### src/pyro_fire_retry_sequencer_core_defines.svh
// Assertion macros for the pyro fire retry sequencer.
`ifndef PYRO_FIRE_RETRY_SEQUENCER_CORE_DEFINES_SVH
`define PYRO_FIRE_RETRY_SEQUENCER_CORE_DEFINES_SVH

// Same-cycle implication, disabled in reset.
`define PFRS_ASSERT_NOW(lbl, clk, rst_n, ante, cons, msg) \
  lbl: assert property (@(posedge clk) disable iff (!rst_n) (ante) |-> (cons)) \
    else $error(msg);

// Next-cycle implication, disabled in reset.
`define PFRS_ASSERT_NEXT(lbl, clk, rst_n, ante, cons, msg) \
  lbl: assert property (@(posedge clk) disable iff (!rst_n) (ante) |=> (cons)) \
    else $error(msg);

`endif

### src/pfrs_pkg.sv
// Shared constants and codes for the pyro fire retry sequencer.
`default_nettype none

package pfrs_pkg;

  localparam int unsigned NUM_CH_DEF  = 1;
  localparam int unsigned PIN_FULL_MV = 3300;
  localparam int unsigned ADC_FULL    = 4095;

  localparam int unsigned IN_TDATA_W  = 56;
  localparam int unsigned OUT_TDATA_W = 56;
  localparam int unsigned CFG_ADDR_W  = 5;

  typedef enum logic [1:0] {
    ACT_POLL   = 2'd0,
    ACT_FIRE   = 2'd1,
    ACT_BACKUP = 2'd2
  } action_t;

  typedef enum logic [1:0] {
    ST_OK          = 2'd0,
    ST_BAD_CHANNEL = 2'd1,
    ST_NOT_ALLOWED = 2'd2,
    ST_BUSY        = 2'd3
  } status_t;

  typedef enum logic [2:0] {
    REG_CONT_THRESH   = 3'd0,
    REG_PULSE         = 3'd1,
    REG_SETTLE        = 3'd2,
    REG_SAMPLE_PERIOD = 3'd3,
    REG_RETRY_LIMIT   = 3'd4,
    REG_DIVIDER       = 3'd5
  } reg_idx_t;

  localparam logic [11:0] RST_CONT_THRESH   = 12'd500;
  localparam logic [15:0] RST_PULSE         = 16'd1000;
  localparam logic [15:0] RST_SETTLE        = 16'd200;
  localparam logic [15:0] RST_SAMPLE_PERIOD = 16'd100;
  localparam logic [3:0]  RST_RETRY_LIMIT   = 4'd1;
  localparam logic [3:0]  RST_DIVIDER       = 4'd11;

endpackage

`default_nettype wire

### src/pyro_fire_retry_sequencer_core.sv
// Pyro fire retry sequencer: ADC continuity sensing, fire pulse, settle and retry.
// An accepted in_ word passes the input register, then the result register, to out_.
// One word per cycle unless out_ stalls; the input and result registers part the sides.
// The scale multiply sits before the input register, divide and sequencing after it.
// Reset (rst_n low, synchronous) clears the sequencer and loads register defaults.
`default_nettype none

`include "pyro_fire_retry_sequencer_core_defines.svh"

module pyro_fire_retry_sequencer_core
  import pfrs_pkg::*;
#(
  parameter int unsigned NUM_CH = NUM_CH_DEF
) (
  input  wire logic                   clk,
  input  wire logic                   rst_n,
  // in_tdata: now_ms[31:0], channel[34:32], adc_raw[46:35], adc_ok[47], armed[48],
  //           ground_idle[49], init_phase[50], pad_test[51], zero[55:52]
  input  wire logic                   in_tvalid,
  output logic                        in_tready,
  input  wire logic [IN_TDATA_W-1:0]  in_tdata,
  // in_tuser: action[1:0]
  input  wire logic [1:0]             in_tuser,
  // out_tdata: gate_on[0], gate_channel[3:1], phase[5:4], cont_out[13:6],
  //            fired_out[21:14], deploy_fail_flag[22], pin_mv_out[34:23],
  //            battery_mv[50:35], zero[55:51]
  output logic                        out_tvalid,
  input  wire logic                   out_tready,
  output logic [OUT_TDATA_W-1:0]      out_tdata,
  // out_tuser: status[1:0]
  output logic [1:0]                  out_tuser,
  input  wire logic                   cfg_psel,
  input  wire logic                   cfg_penable,
  input  wire logic                   cfg_pwrite,
  input  wire logic [CFG_ADDR_W-1:0]  cfg_paddr,
  input  wire logic [31:0]            cfg_pwdata,
  output logic [31:0]                 cfg_prdata,
  output logic                        cfg_pready
);

  typedef enum logic [1:0] {
    PH_IDLE   = 2'd0,
    PH_FIRING = 2'd1,
    PH_SETTLE = 2'd2
  } phase_t;

  localparam logic [3:0] NumChW = 4'(NUM_CH);

  // configuration registers
  logic [11:0] thresh_r;
  logic [15:0] pulse_r, settle_r, period_r;
  logic [3:0]  retry_lim_r, div_r;

  // input register
  logic        in_vld_r;
  logic [1:0]  act_r;
  logic [31:0] now_r;
  logic [2:0]  ch_r;
  logic [23:0] prod_r;
  logic        adc_ok_r, armed_r, gidle_r, init_r, test_r;

  // sequencer state
  phase_t            phase_r, phase_nxt;
  logic [2:0]        fire_ch_r, fire_ch_nxt;
  logic [31:0]       start_r, start_nxt;
  logic [3:0]        retry_r, retry_nxt;
  logic              backup_r, backup_nxt;
  logic [11:0]       pin_r, pin_nxt;
  logic              cont_r, cont_nxt;
  logic [NUM_CH-1:0] fired_r, fired_nxt;
  logic              deploy_r, deploy_nxt;
  logic [31:0]       last_r, last_nxt;

  // result register
  logic        out_vld_r;
  status_t     out_status_r, status_nxt;
  logic [2:0]  out_ch_r;
  phase_t      out_phase_r;
  logic        out_cont_r;
  logic [7:0]  out_fired_r;
  logic        out_deploy_r;
  logic [11:0] out_pin_r;

  logic        adv;
  logic        cfg_wr;
  logic [2:0]  cfg_idx;
  logic [23:0] prod_in;
  logic [11:0] quot;
  logic [12:0] rem;
  logic [11:0] pin_calc;
  logic        may_fire, aborting, cont_here;
  logic [31:0] since_sample, since_phase;
  logic [7:0]  ch_onehot;
  logic [15:0] battery;

  assign adv       = in_vld_r && (!out_vld_r || out_tready);
  assign in_tready = !in_vld_r || adv;
  assign prod_in   = 24'(in_tdata[46:35]) * 24'(PIN_FULL_MV);

  assign cfg_pready = 1'b1;
  assign cfg_wr     = cfg_psel && cfg_penable && cfg_pwrite && cfg_pready;
  assign cfg_idx    = cfg_paddr[4:2];

  always_comb begin
    case (reg_idx_t'(cfg_idx))
      REG_CONT_THRESH:   cfg_prdata = 32'(thresh_r);
      REG_PULSE:         cfg_prdata = 32'(pulse_r);
      REG_SETTLE:        cfg_prdata = 32'(settle_r);
      REG_SAMPLE_PERIOD: cfg_prdata = 32'(period_r);
      REG_RETRY_LIMIT:   cfg_prdata = 32'(retry_lim_r);
      REG_DIVIDER:       cfg_prdata = 32'(div_r);
      default:           cfg_prdata = 32'd0;
    endcase
  end

  // floor(prod / 4095): prod = q*4096 + low, so remainder is low + q, below twice 4095
  assign quot     = prod_r[23:12];
  assign rem      = {1'b0, prod_r[11:0]} + {1'b0, quot};
  assign pin_calc = (rem >= 13'(ADC_FULL)) ? quot + 12'd1 : quot;

  assign may_fire     = armed_r || (gidle_r && test_r);
  assign aborting     = !backup_r && !may_fire && (gidle_r || init_r);
  assign since_sample = now_r - last_r;
  assign since_phase  = now_r - start_r;
  assign ch_onehot    = 8'd1 << ch_r;

  always_comb begin
    phase_nxt   = phase_r;
    fire_ch_nxt = fire_ch_r;
    start_nxt   = start_r;
    retry_nxt   = retry_r;
    backup_nxt  = backup_r;
    pin_nxt     = pin_r;
    cont_nxt    = cont_r;
    fired_nxt   = fired_r;
    deploy_nxt  = deploy_r;
    last_nxt    = last_r;
    status_nxt  = ST_OK;
    cont_here   = 1'b0;
    case (action_t'(act_r))
      ACT_POLL: begin
        if (since_sample >= {16'd0, period_r}) begin
          last_nxt = now_r;
          if (adc_ok_r) begin
            pin_nxt  = pin_calc;
            cont_nxt = pin_calc > thresh_r;
          end
        end
        cont_here = (fire_ch_r == 3'd0) && cont_nxt;
        case (phase_r)
          PH_FIRING: begin
            if (aborting) begin
              phase_nxt  = PH_IDLE;
              backup_nxt = 1'b0;
            end else if (since_phase >= {16'd0, pulse_r}) begin
              start_nxt = now_r;
              phase_nxt = PH_SETTLE;
            end
          end
          PH_SETTLE: begin
            if (since_phase >= {16'd0, settle_r}) begin
              if (cont_here && retry_r < retry_lim_r && !aborting) begin
                retry_nxt = retry_r + 4'd1;
                start_nxt = now_r;
                phase_nxt = PH_FIRING;
              end else begin
                if (cont_here) begin
                  deploy_nxt = 1'b1;
                end
                phase_nxt  = PH_IDLE;
                backup_nxt = 1'b0;
              end
            end
          end
          default: ;
        endcase
      end
      ACT_FIRE, ACT_BACKUP: begin
        if ({1'b0, ch_r} >= NumChW) begin
          status_nxt = ST_BAD_CHANNEL;
        end else if (act_r == ACT_FIRE && !may_fire) begin
          status_nxt = ST_NOT_ALLOWED;
        end else if (phase_r != PH_IDLE) begin
          status_nxt = ST_BUSY;
        end else begin
          fire_ch_nxt = ch_r;
          retry_nxt   = 4'd0;
          backup_nxt  = (act_r == ACT_BACKUP);
          fired_nxt   = fired_r | ch_onehot[NUM_CH-1:0];
          start_nxt   = now_r;
          phase_nxt   = PH_FIRING;
        end
      end
      default: ;
    endcase
  end

  always_ff @(posedge clk) begin
    if (!rst_n) begin
      thresh_r     <= RST_CONT_THRESH;
      pulse_r      <= RST_PULSE;
      settle_r     <= RST_SETTLE;
      period_r     <= RST_SAMPLE_PERIOD;
      retry_lim_r  <= RST_RETRY_LIMIT;
      div_r        <= RST_DIVIDER;
      in_vld_r     <= 1'b0;
      out_vld_r    <= 1'b0;
      phase_r      <= PH_IDLE;
      fire_ch_r    <= 3'd0;
      start_r      <= 32'd0;
      retry_r      <= 4'd0;
      backup_r     <= 1'b0;
      pin_r        <= 12'd0;
      cont_r       <= 1'b0;
      fired_r      <= '0;
      deploy_r     <= 1'b0;
      last_r       <= 32'd0;
      act_r        <= ACT_POLL;
      now_r        <= 32'd0;
      ch_r         <= 3'd0;
      prod_r       <= 24'd0;
      adc_ok_r     <= 1'b0;
      armed_r      <= 1'b0;
      gidle_r      <= 1'b0;
      init_r       <= 1'b0;
      test_r       <= 1'b0;
      out_status_r <= ST_OK;
      out_ch_r     <= 3'd0;
      out_phase_r  <= PH_IDLE;
      out_cont_r   <= 1'b0;
      out_fired_r  <= 8'd0;
      out_deploy_r <= 1'b0;
      out_pin_r    <= 12'd0;
    end else begin
      if (cfg_wr) begin
        case (reg_idx_t'(cfg_idx))
          REG_CONT_THRESH:   thresh_r    <= cfg_pwdata[11:0];
          REG_PULSE:         pulse_r     <= cfg_pwdata[15:0];
          REG_SETTLE:        settle_r    <= cfg_pwdata[15:0];
          REG_SAMPLE_PERIOD: period_r    <= cfg_pwdata[15:0];
          REG_RETRY_LIMIT:   retry_lim_r <= cfg_pwdata[3:0];
          REG_DIVIDER:       div_r       <= cfg_pwdata[3:0];
          default: ;
        endcase
      end
      if (in_tvalid && in_tready) begin
        in_vld_r <= 1'b1;
        act_r    <= in_tuser;
        now_r    <= in_tdata[31:0];
        ch_r     <= in_tdata[34:32];
        prod_r   <= prod_in;
        adc_ok_r <= in_tdata[47];
        armed_r  <= in_tdata[48];
        gidle_r  <= in_tdata[49];
        init_r   <= in_tdata[50];
        test_r   <= in_tdata[51];
      end else if (adv) begin
        in_vld_r <= 1'b0;
      end
      if (adv) begin
        out_vld_r    <= 1'b1;
        phase_r      <= phase_nxt;
        fire_ch_r    <= fire_ch_nxt;
        start_r      <= start_nxt;
        retry_r      <= retry_nxt;
        backup_r     <= backup_nxt;
        pin_r        <= pin_nxt;
        cont_r       <= cont_nxt;
        fired_r      <= fired_nxt;
        deploy_r     <= deploy_nxt;
        last_r       <= last_nxt;
        out_status_r <= status_nxt;
        out_ch_r     <= fire_ch_nxt;
        out_phase_r  <= phase_nxt;
        out_cont_r   <= cont_nxt;
        out_fired_r  <= 8'(fired_nxt);
        out_deploy_r <= deploy_nxt;
        out_pin_r    <= pin_nxt;
      end else if (out_tready) begin
        out_vld_r <= 1'b0;
      end
    end
  end

  // the user must change divider only while idle so out pin value scales; not enforced
  assign battery    = 16'(out_pin_r) * 16'(div_r);
  assign out_tvalid = out_vld_r;
  assign out_tuser  = out_status_r;
  assign out_tdata  = {5'd0, battery, out_pin_r, out_deploy_r, out_fired_r,
                       7'd0, out_cont_r, out_phase_r, out_ch_r,
                       (out_phase_r == PH_FIRING)};

  `PFRS_ASSERT_NOW(a_idle_no_backup, clk, rst_n, phase_r == PH_IDLE, !backup_r, "backup set while idle")
  `PFRS_ASSERT_NEXT(a_hold_input, clk, rst_n, in_vld_r && !adv, in_vld_r, "pending input word lost")
  `PFRS_ASSERT_NEXT(a_result_loaded, clk, rst_n, adv, out_vld_r, "result not registered")
  `PFRS_ASSERT_NOW(a_deploy_from_settle, clk, rst_n, $rose(deploy_r), $past(phase_r) == PH_SETTLE, "deploy fail outside settle")
  `PFRS_ASSERT_NEXT(a_state_frozen, clk, rst_n, !adv, $stable(phase_r) && $stable(retry_r), "state moved without a word")

endmodule

`default_nettype wire
### config.mk
export PLATFORM = sky130hd
export DESIGN_NAME = pyro_fire_retry_sequencer_core
export DESIGN_NICKNAME = d
export VERILOG_FILES = /design/src/pfrs_pkg.sv /design/src/pyro_fire_retry_sequencer_core.sv
export VERILOG_INCLUDE_DIRS = /design/src /design/src/src
export SDC_FILE = /design/constraint.sdc
export NUM_CORES = 1
export LEC_CHECK = 0
export ABC_AREA = 1
export BUFFER_PORTS_ARGS = -buffer_cell sky130_fd_sc_hd__buf_2
export CORE_MARGIN = 8
export CORE_UTILIZATION = 50
export DETAILED_ROUTE_END_ITERATION = 7
export HOLD_SLACK_MARGIN = 0.02
export PLACE_DENSITY = 0.77
export SYNTH_ARGS = -nofsm -noshare
export SYNTH_HDL_FRONTEND = slang
export SYNTH_SLANG_ARGS = --single-unit
### constraint.sdc
create_clock -name clk -period 4.5 [get_ports clk]
set_clock_uncertainty 0.05 [all_clocks]
set_input_delay 0 -clock clk [delete_from_list [all_inputs] [get_ports clk]]
set_output_delay 0 -clock clk [all_outputs]
set_load 0.02 [all_outputs]
==> summary.md, run 1 <==
| Metric | Value |
|---|---|
| Clk pin slew, worst setup/hold paths | `~60 ps` |
| Number of synthesized register bits | `~230` |
| Least-Margin Pin Slew | `approximately 880 ps` |
| Worst EP required | `4880 ps` |
| Core area | `39,500 um^2` |
| DIE HEIGHT | `215 um` |
| Yosys cell types | `50` |
| Synth top area share | `22.7%` |
| Most Crowded Layer GR | `met2` |
| Worst slack, placed | `-142 ps` |
| Slew HR | `41.2%` |
| Asr flop ratio synth | `0%` |
| Number of synthesized flops with an enable pin | `0` |
| Clk_lat worst skew | `roughly 540 ps` |
| Average wire per standard cell | `15.1 um` |
| Layout Cells excl Fill | `3,850` |
| Clk buf depth | `3` |
| CTS tree | `done` |
| Fill cells | `~3,700` |
| CP max FO | `8` |
| M2 GR Usage | `a little over a third` |
| Initial DRC count | `1,614` |
| Final HPWL DP | `43,900 um` |
| Post-synth top flop | `dfxtp_1` |
| Die area | `around 46,000 um^2` |
| Cts bufs inserted | `27` |
| Status | `finished with violations` |
| Sink Count | `225` |
| Critical path type | `flop to flop` |
| Peak supply drop | `335 uV` |
| Avg Cell Area, Syn | `6.47 um^2` |
| GR Util met1 | `between 30 and 40%` |
| Total number of vias | `19,768` |
| Vias per cell | `roughly 5.1` |
| Area of the mapped netlist | `19,800 um^2` |
| Min-delay worst type | `input pin to flop` |
| P_leak | `12.9 nW` |
| # Max-Cap Violations | `0` |
| Slowest-stage cell, CP | `dfxtp_2` |
| Initial core utilization | `between 50% and 60%` |
| Final #Nets | `3,693` |
| Slowest cell delay on critical path | `between 300 and 400 ps` |
| Kind of end point of the critical path | `flop` |
| Final hold viol count | `0` |
| DR DRC count | `0` |
| # diodes | `0` |
| Violated checks | `setup timing` |
| Final Instance Area | `23,600 um^2` |
| Initial antenna violation count | `0` |
| H-tree levels | `1` |
| Most common cell after layout, fill and taps aside | `nand2_1` |
| All-Layer GR Usage | `23.1%` |
| Final WS setup | `-197 ps` |
| Port Buf Inserts | `roughly 140` |
| Largest net degree at the start of global routing | `between 100 and 150` |
| Cell Pwr Density | `397 nW/um^2` |
| Mapped Cells | `3,066` |
| Site row count | `73` |
| WL final | `58,100 um` |
| Share of layout cells above drive strength 1 | `~11%` |
| Pre-antenna DRT Iters | `5` |
| Max-slew violations | `0` |
| Routed Antenna Nets | `0` |
| Area post-placement | `21,100 um^2` |
| Sequential element share of the synthesized area | `between 20% and 30%` |
| Finished Core Util | `59.8%` |
| GR Overflow Total | `0` |
| Vias in the first global route | `~18,000` |
| RSZ-0062 raised after global routing | `yes` |
| # setup viols final | `37` |
| WP data arrival | `approximately 5000 ps` |
| Root Buffer | `clkbuf_16` |
| Placed cell count | `3,702` |
| Final min period | `4700 ps` |
| Met3 Track Usage GR | `4.09%` |
| CP most frequent cell | `nand2_1` |
| Area leader, netlist | `dfxtp_1` |
| Startpoint Class | `flop` |
| First-pass GRT wire length | `90,200 um` |
| Area contributors post-synth | `dfxtp_1, nand2_1, ha_1` |
| GP Congestion | `a little under 1` |
| Most frequent cells in the layout | `nand2_1, inv_1, nor2_1` |
| Layout area overhead | `19.1%` |
| Final cycle utilization of the critical path | `104%` |
| Die X | `215 um` |
| Ys Warns | `0` |
| Top-level port count | `195` |
| Fmax | `around 0.21 GHz` |
## critical path, delay by kind of cell, from the launching register on
family / cells / cell delay (ps)
flip-flops: 1 / 360
XOR/XNOR: 1 / 210
adder cells (fa/ha/maj): 3 / 780
AND/OR/NAND/NOR: 15 / 1930
AO/OA/AOI/OAI: 4 / 490
buffers and inverters: 6 / 740
## cells in the mapped netlist, drive strengths merged (3+ instances only)
cell type  instances
a21oi            231
nand4             27
a31oi              4
o21bai             4
o31ai              3
buf               52
o21ai            194
inv              631
xnor2              7
a211oi             9
nand3b             9
nand3             90
and2               8
a221oi             4
a21boi             6
dfxtp            225
nor2             283
xor2              62
o211ai            19
fa                54
clkbuf            57
o221ai            10
nor3b              3
a22oi             16
nand2            780
nor4               6
a21o               3
nor3              24
ha               231
## cell type report
cell class                      count  area (um^2)  area share [%]
Clock buffer                       38          777            3.29
Clock inverter                     10          116           0.493
Inverter                          631         2370            10.0
Multi-Input combinational cell   2135        13000            55.1
Sequential cell                   225         4520            19.1
Tap cell                          525          657            2.78
Timing Repair Buffer              286         2170            9.19
## path summary, 6_finish.rpt
path                             startpoint              to  slack, ps  cells after the start
worst max-delay path              prod_r[2]     start_r[26]       -200                     29
worst min-delay path            cfg_penable  retry_lim_r[0]         70                      4
worst max register to register    prod_r[2]     start_r[26]       -200                     29
worst min register to register  out_ch_r[2]     out_ch_r[2]        420                      2
## kinds of logic after synthesis
logic type	after synthesis	synth area share [%]
xor gates and xnor gates	69	3.05
and+or+nand+nor	1235	25.2
adders and majority gates	285	20.0
DFF	225	22.7
AOI/OAI and AO/OA	510	14.0
other	2	0.0379
buffers and inverters	740	15.0
## metal layers
metal	wire length, um	vias up
li1	-	10029
met4	1490	0
met2	25500	658
met1	26600	8990
met3	4530	91
met5	0	-
## registers in the layout, indices dropped and copies added (netlist names), 2 cells and up
| signal | count |
|---|---|
| now_r | 32 |
| settle_r | 16 |
| start_r | 32 |
| out_tuser | 2 |
| div_r | 4 |
| ch_r | 3 |
| out_phase_r | 2 |
| pulse_r | 16 |
| last_r | 32 |
| out_pin_r | 12 |
| act_r | 2 |
| retry_lim_r | 4 |
| thresh_r | 12 |
| retry_r | 4 |
| out_ch_r | 3 |
| prod_r | 22 |
| period_r | 16 |
## report_power, final
part	switching, mW	leakage [nW]	internal (mW)
Sequential	0.141	1.84	2.15
Clock	0.896	0.435	1.32
Combinational	2.92	10.7	1.97
## through the flow
stage	hold WS [ps]	total power, mW	setup TNS (ps)
3_5_place_dp	210	6.66	-1830
3_3_place_gp	203	6.60	-68.6
6_report	71.6	9.38	-5120
2_1_floorplan	63.2	5.43	0
4_1_cts	57.8	8.97	0
5_1_grt	85.0	10.1	-16260
## repair_timing
action | 4_1_cts | 5_1_grt
buffers inserted | 5 | 15
hold endpoints to repair | 135 | 0
cloned | 1 | 8
endpoints found under the setup margin | 34 | 89
hold buffers | 71 | 0
pin swaps | 3 | 42
gates resized for setup | 4 | 155
Power figures use the tool's default switching activity.
==> inputs of run 2 (changes only) <==
--- a/config.mk
+++ b/config.mk
@@ -12,7 +12,7 @@
 export CORE_UTILIZATION = 50
 export DETAILED_ROUTE_END_ITERATION = 7
 export HOLD_SLACK_MARGIN = 0.02
-export PLACE_DENSITY = 0.77
+export PLACE_DENSITY_LB_ADDON = 0.08
 export SYNTH_ARGS = -nofsm -noshare
 export SYNTH_HDL_FRONTEND = slang
 export SYNTH_SLANG_ARGS = --single-unit
==> summary.md, run 2 (synthesized netlist as in run 1, its figures left out) <==
| Metric | Value |
|---|---|
| CTS tree | `done (unchanged)` |
| Peak supply drop | `278 uV (was 335 uV)` |
| DR DRC count | `0 (unchanged)` |
| P_leak | `12.9 nW (about the same)` |
| Cts bufs inserted | `28 (was 27)` |
| CP bufs+invs | `7 (was 6)` |
| CP max FO | `16 (was 8)` |
| Min-delay worst type | `input pin to flop (unchanged)` |
| Post-route setup TNS | `-15.8 ps (was -5120 ps)` |
| Worst EP required | `4910 ps (was 4880 ps)` |
| Area post-placement | `21,100 um^2 (about the same)` |
| WP data arrival | `4920 ps (was 5070 ps)` |
| Vias in the first global route | `18,719 (was 17,756)` |
| Share of layout cells above drive strength 1 | `10.2% (was 11.5%)` |
| Violated checks | `setup timing (unchanged)` |
| Top delay family on crit path | `simple AND/OR/NAND/NOR gates (unchanged)` |
| Top-level port count | `195 (unchanged)` |
| Kind of end point of the critical path | `flop (unchanged)` |
| Crit. Startpoint | `prod_r[2] (unchanged)` |
| Final cycle utilization of the critical path | `100% (was 104%)` |
| Biggest regs | `last_r x32, now_r x32, start_r x32 (unchanged)` |
| Worst reg2reg path depth | `31 (was 29)` |
| Core area | `39,500 um^2 (unchanged)` |
| Largest net degree at the start of global routing | `74 (was 113)` |
| Total number of vias | `19,616 (was 19,768)` |
| Port Buf Inserts | `136 (unchanged)` |
| Clk_lat worst skew | `570 ps (was 540 ps)` |
| Final hold viol count | `0 (unchanged)` |
| Reg2reg start | `prod_r[2] (unchanged)` |
| Final Instance Area | `23,500 um^2 (was 23,600 um^2)` |
| Final HPWL DP | `47,100 um (was 43,900 um)` |
| Sink Count | `225 (unchanged)` |
| Worst r2r dst | `start_r[14] (was start_r[26])` |
| Fmax | `0.221 GHz (was 0.213 GHz)` |
| Worst Setup EP | `start_r[14] (was start_r[26])` |
| Die X | `215 um (unchanged)` |
| WP depth | `31 (was 29)` |
| Startpoint Class | `flop (unchanged)` |
| GR Overflow Total | `0 (unchanged)` |
| Slowest-stage cell, CP | `fa_2 (was dfxtp_2)` |
| H-tree levels | `1 (unchanged)` |
| Initial DRC count | `1,561 (was 1,614)` |
| WL final | `60,400 um (was 58,100 um)` |
| RSZ-0062 raised after global routing | `yes (unchanged)` |
| Final WS setup | `-15.8 ps (was -197 ps)` |
| Status | `finished with violations (unchanged)` |
| Site row count | `73 (unchanged)` |
| Initial core utilization | `50.2% (unchanged)` |
| Final #Nets | `3,692 (was 3,693)` |
| All-Layer GR Usage | `25.0% (was 23.1%)` |
| Vias per cell | `5.09 (was 5.13)` |
| Slew HR | `41.5% (was 41.2%)` |
| Clk pin slew, worst setup/hold paths | `60 ps (about the same)` |
| Die area | `46,300 um^2 (unchanged)` |
| DIE HEIGHT | `215 um (unchanged)` |
| # Max-Cap Violations | `0 (unchanged)` |
| Most common cell after layout, fill and taps aside | `nand2_1 (unchanged)` |
| Pre-antenna DRT Iters | `5 (unchanged)` |
| Root Buffer | `clkbuf_16 (unchanged)` |
| Clk buf depth | `3 (unchanged)` |
| GP Congestion | `0.919 (was 0.982)` |
| Initial antenna violation count | `0 (unchanged)` |
| Cell Pwr Density | `398 nW/um^2 (was 397 nW/um^2)` |
| Layout area overhead | `18.6% (was 19.1%)` |
| Critical path type | `flop to flop (unchanged)` |
| Most frequent cells in the layout | `nand2_1, inv_1, nor2_1 (unchanged)` |
| R2R Setup Slk | `-20 ps (was -200 ps)` |
| Max-slew violations | `0 (unchanged)` |
| Slowest cell delay on critical path | `410 ps (was 360 ps)` |
| CP most frequent cell | `nand2_1 (unchanged)` |
| Hold WS | `86.0 ps (was 71.6 ps)` |
| Final min period | `4520 ps (was 4700 ps)` |
| Average wire per standard cell | `15.7 um (was 15.1 um)` |
| # setup viols final | `1 (was 37)` |
| Routed Antenna Nets | `0 (unchanged)` |
| First-pass GRT wire length | `96,000 um (was 90,200 um)` |
| Least-Margin Pin Slew | `875 ps (was 880 ps)` |
[run 2: worst min-delay path, stage by stage]
cell and delay [ps]:
buf_2 100, nand3_1 170, nor2_1 200, o211ai_1 190
[run 2: area by class of cell]
cell class,count,area (um^2)
tap,525,657
timing repair inverter,1,7.51
timing repair buffer,283,2100
multi-input combinational,2135,12900
clock inverter,10,136
inverter,631,2370
antenna,1,2.50
sequential,225,4520
clock buffer,41,841
fill,3875,15900
[run 2: timing repair]
item,4_1_cts,5_1_grt
resized for setup,14,106
setup endpoints to repair,36,52
buffers inserted,8,6
endpoints found under the hold margin,154,0
cloned,3,3
hold buffers,84,0
pin swaps,3,33
[run 2: layer usage]
layer	track usage (%)	share of wire, %	vias to the layer above
met4	5.47	2.3	0
met2	39.3	43	483
li1	-	-	10023
met1	35.7	49	9029
met5	0	0	-
met3	3.58	5.7	81
[run 2: metrics by stage]
stage                     instances  setup slack, ps  utilization [%]  total power, mW
after global placement         3697             -136             53.4             6.56
final                          3852            -15.8             59.6             9.36
after floorplan                3100             86.6                -             5.43
after detailed placement       3697             -168             53.4             6.64
after global routing           3851             -300             59.6             10.2
after CTS                      3843             3.75             58.5             9.18
[run 2: how the worst min path moves through the flow]
stage,startpoint,endpoint,slack (ps),cells past startpoint
after floorplan,cfg_pwdata[0],div_r[0],60,2
after global placement,in_tdata[50],init_r,210,3
after detailed placement,in_tdata[50],init_r,220,3
after CTS,cfg_pwrite,settle_r[6],40,4
after global routing,cfg_pwrite,settle_r[3],140,4
final,cfg_pwrite,settle_r[6],90,4
[run 2: where the power goes]
group / internal [mW] / switching (mW) / total [mW]
Combinational: 1.87 / 2.81 / 4.68
Clock: 1.46 / 0.924 / 2.38
Sequential: 2.15 / 0.152 / 2.30
Total: 5.47 / 3.89 / 9.36
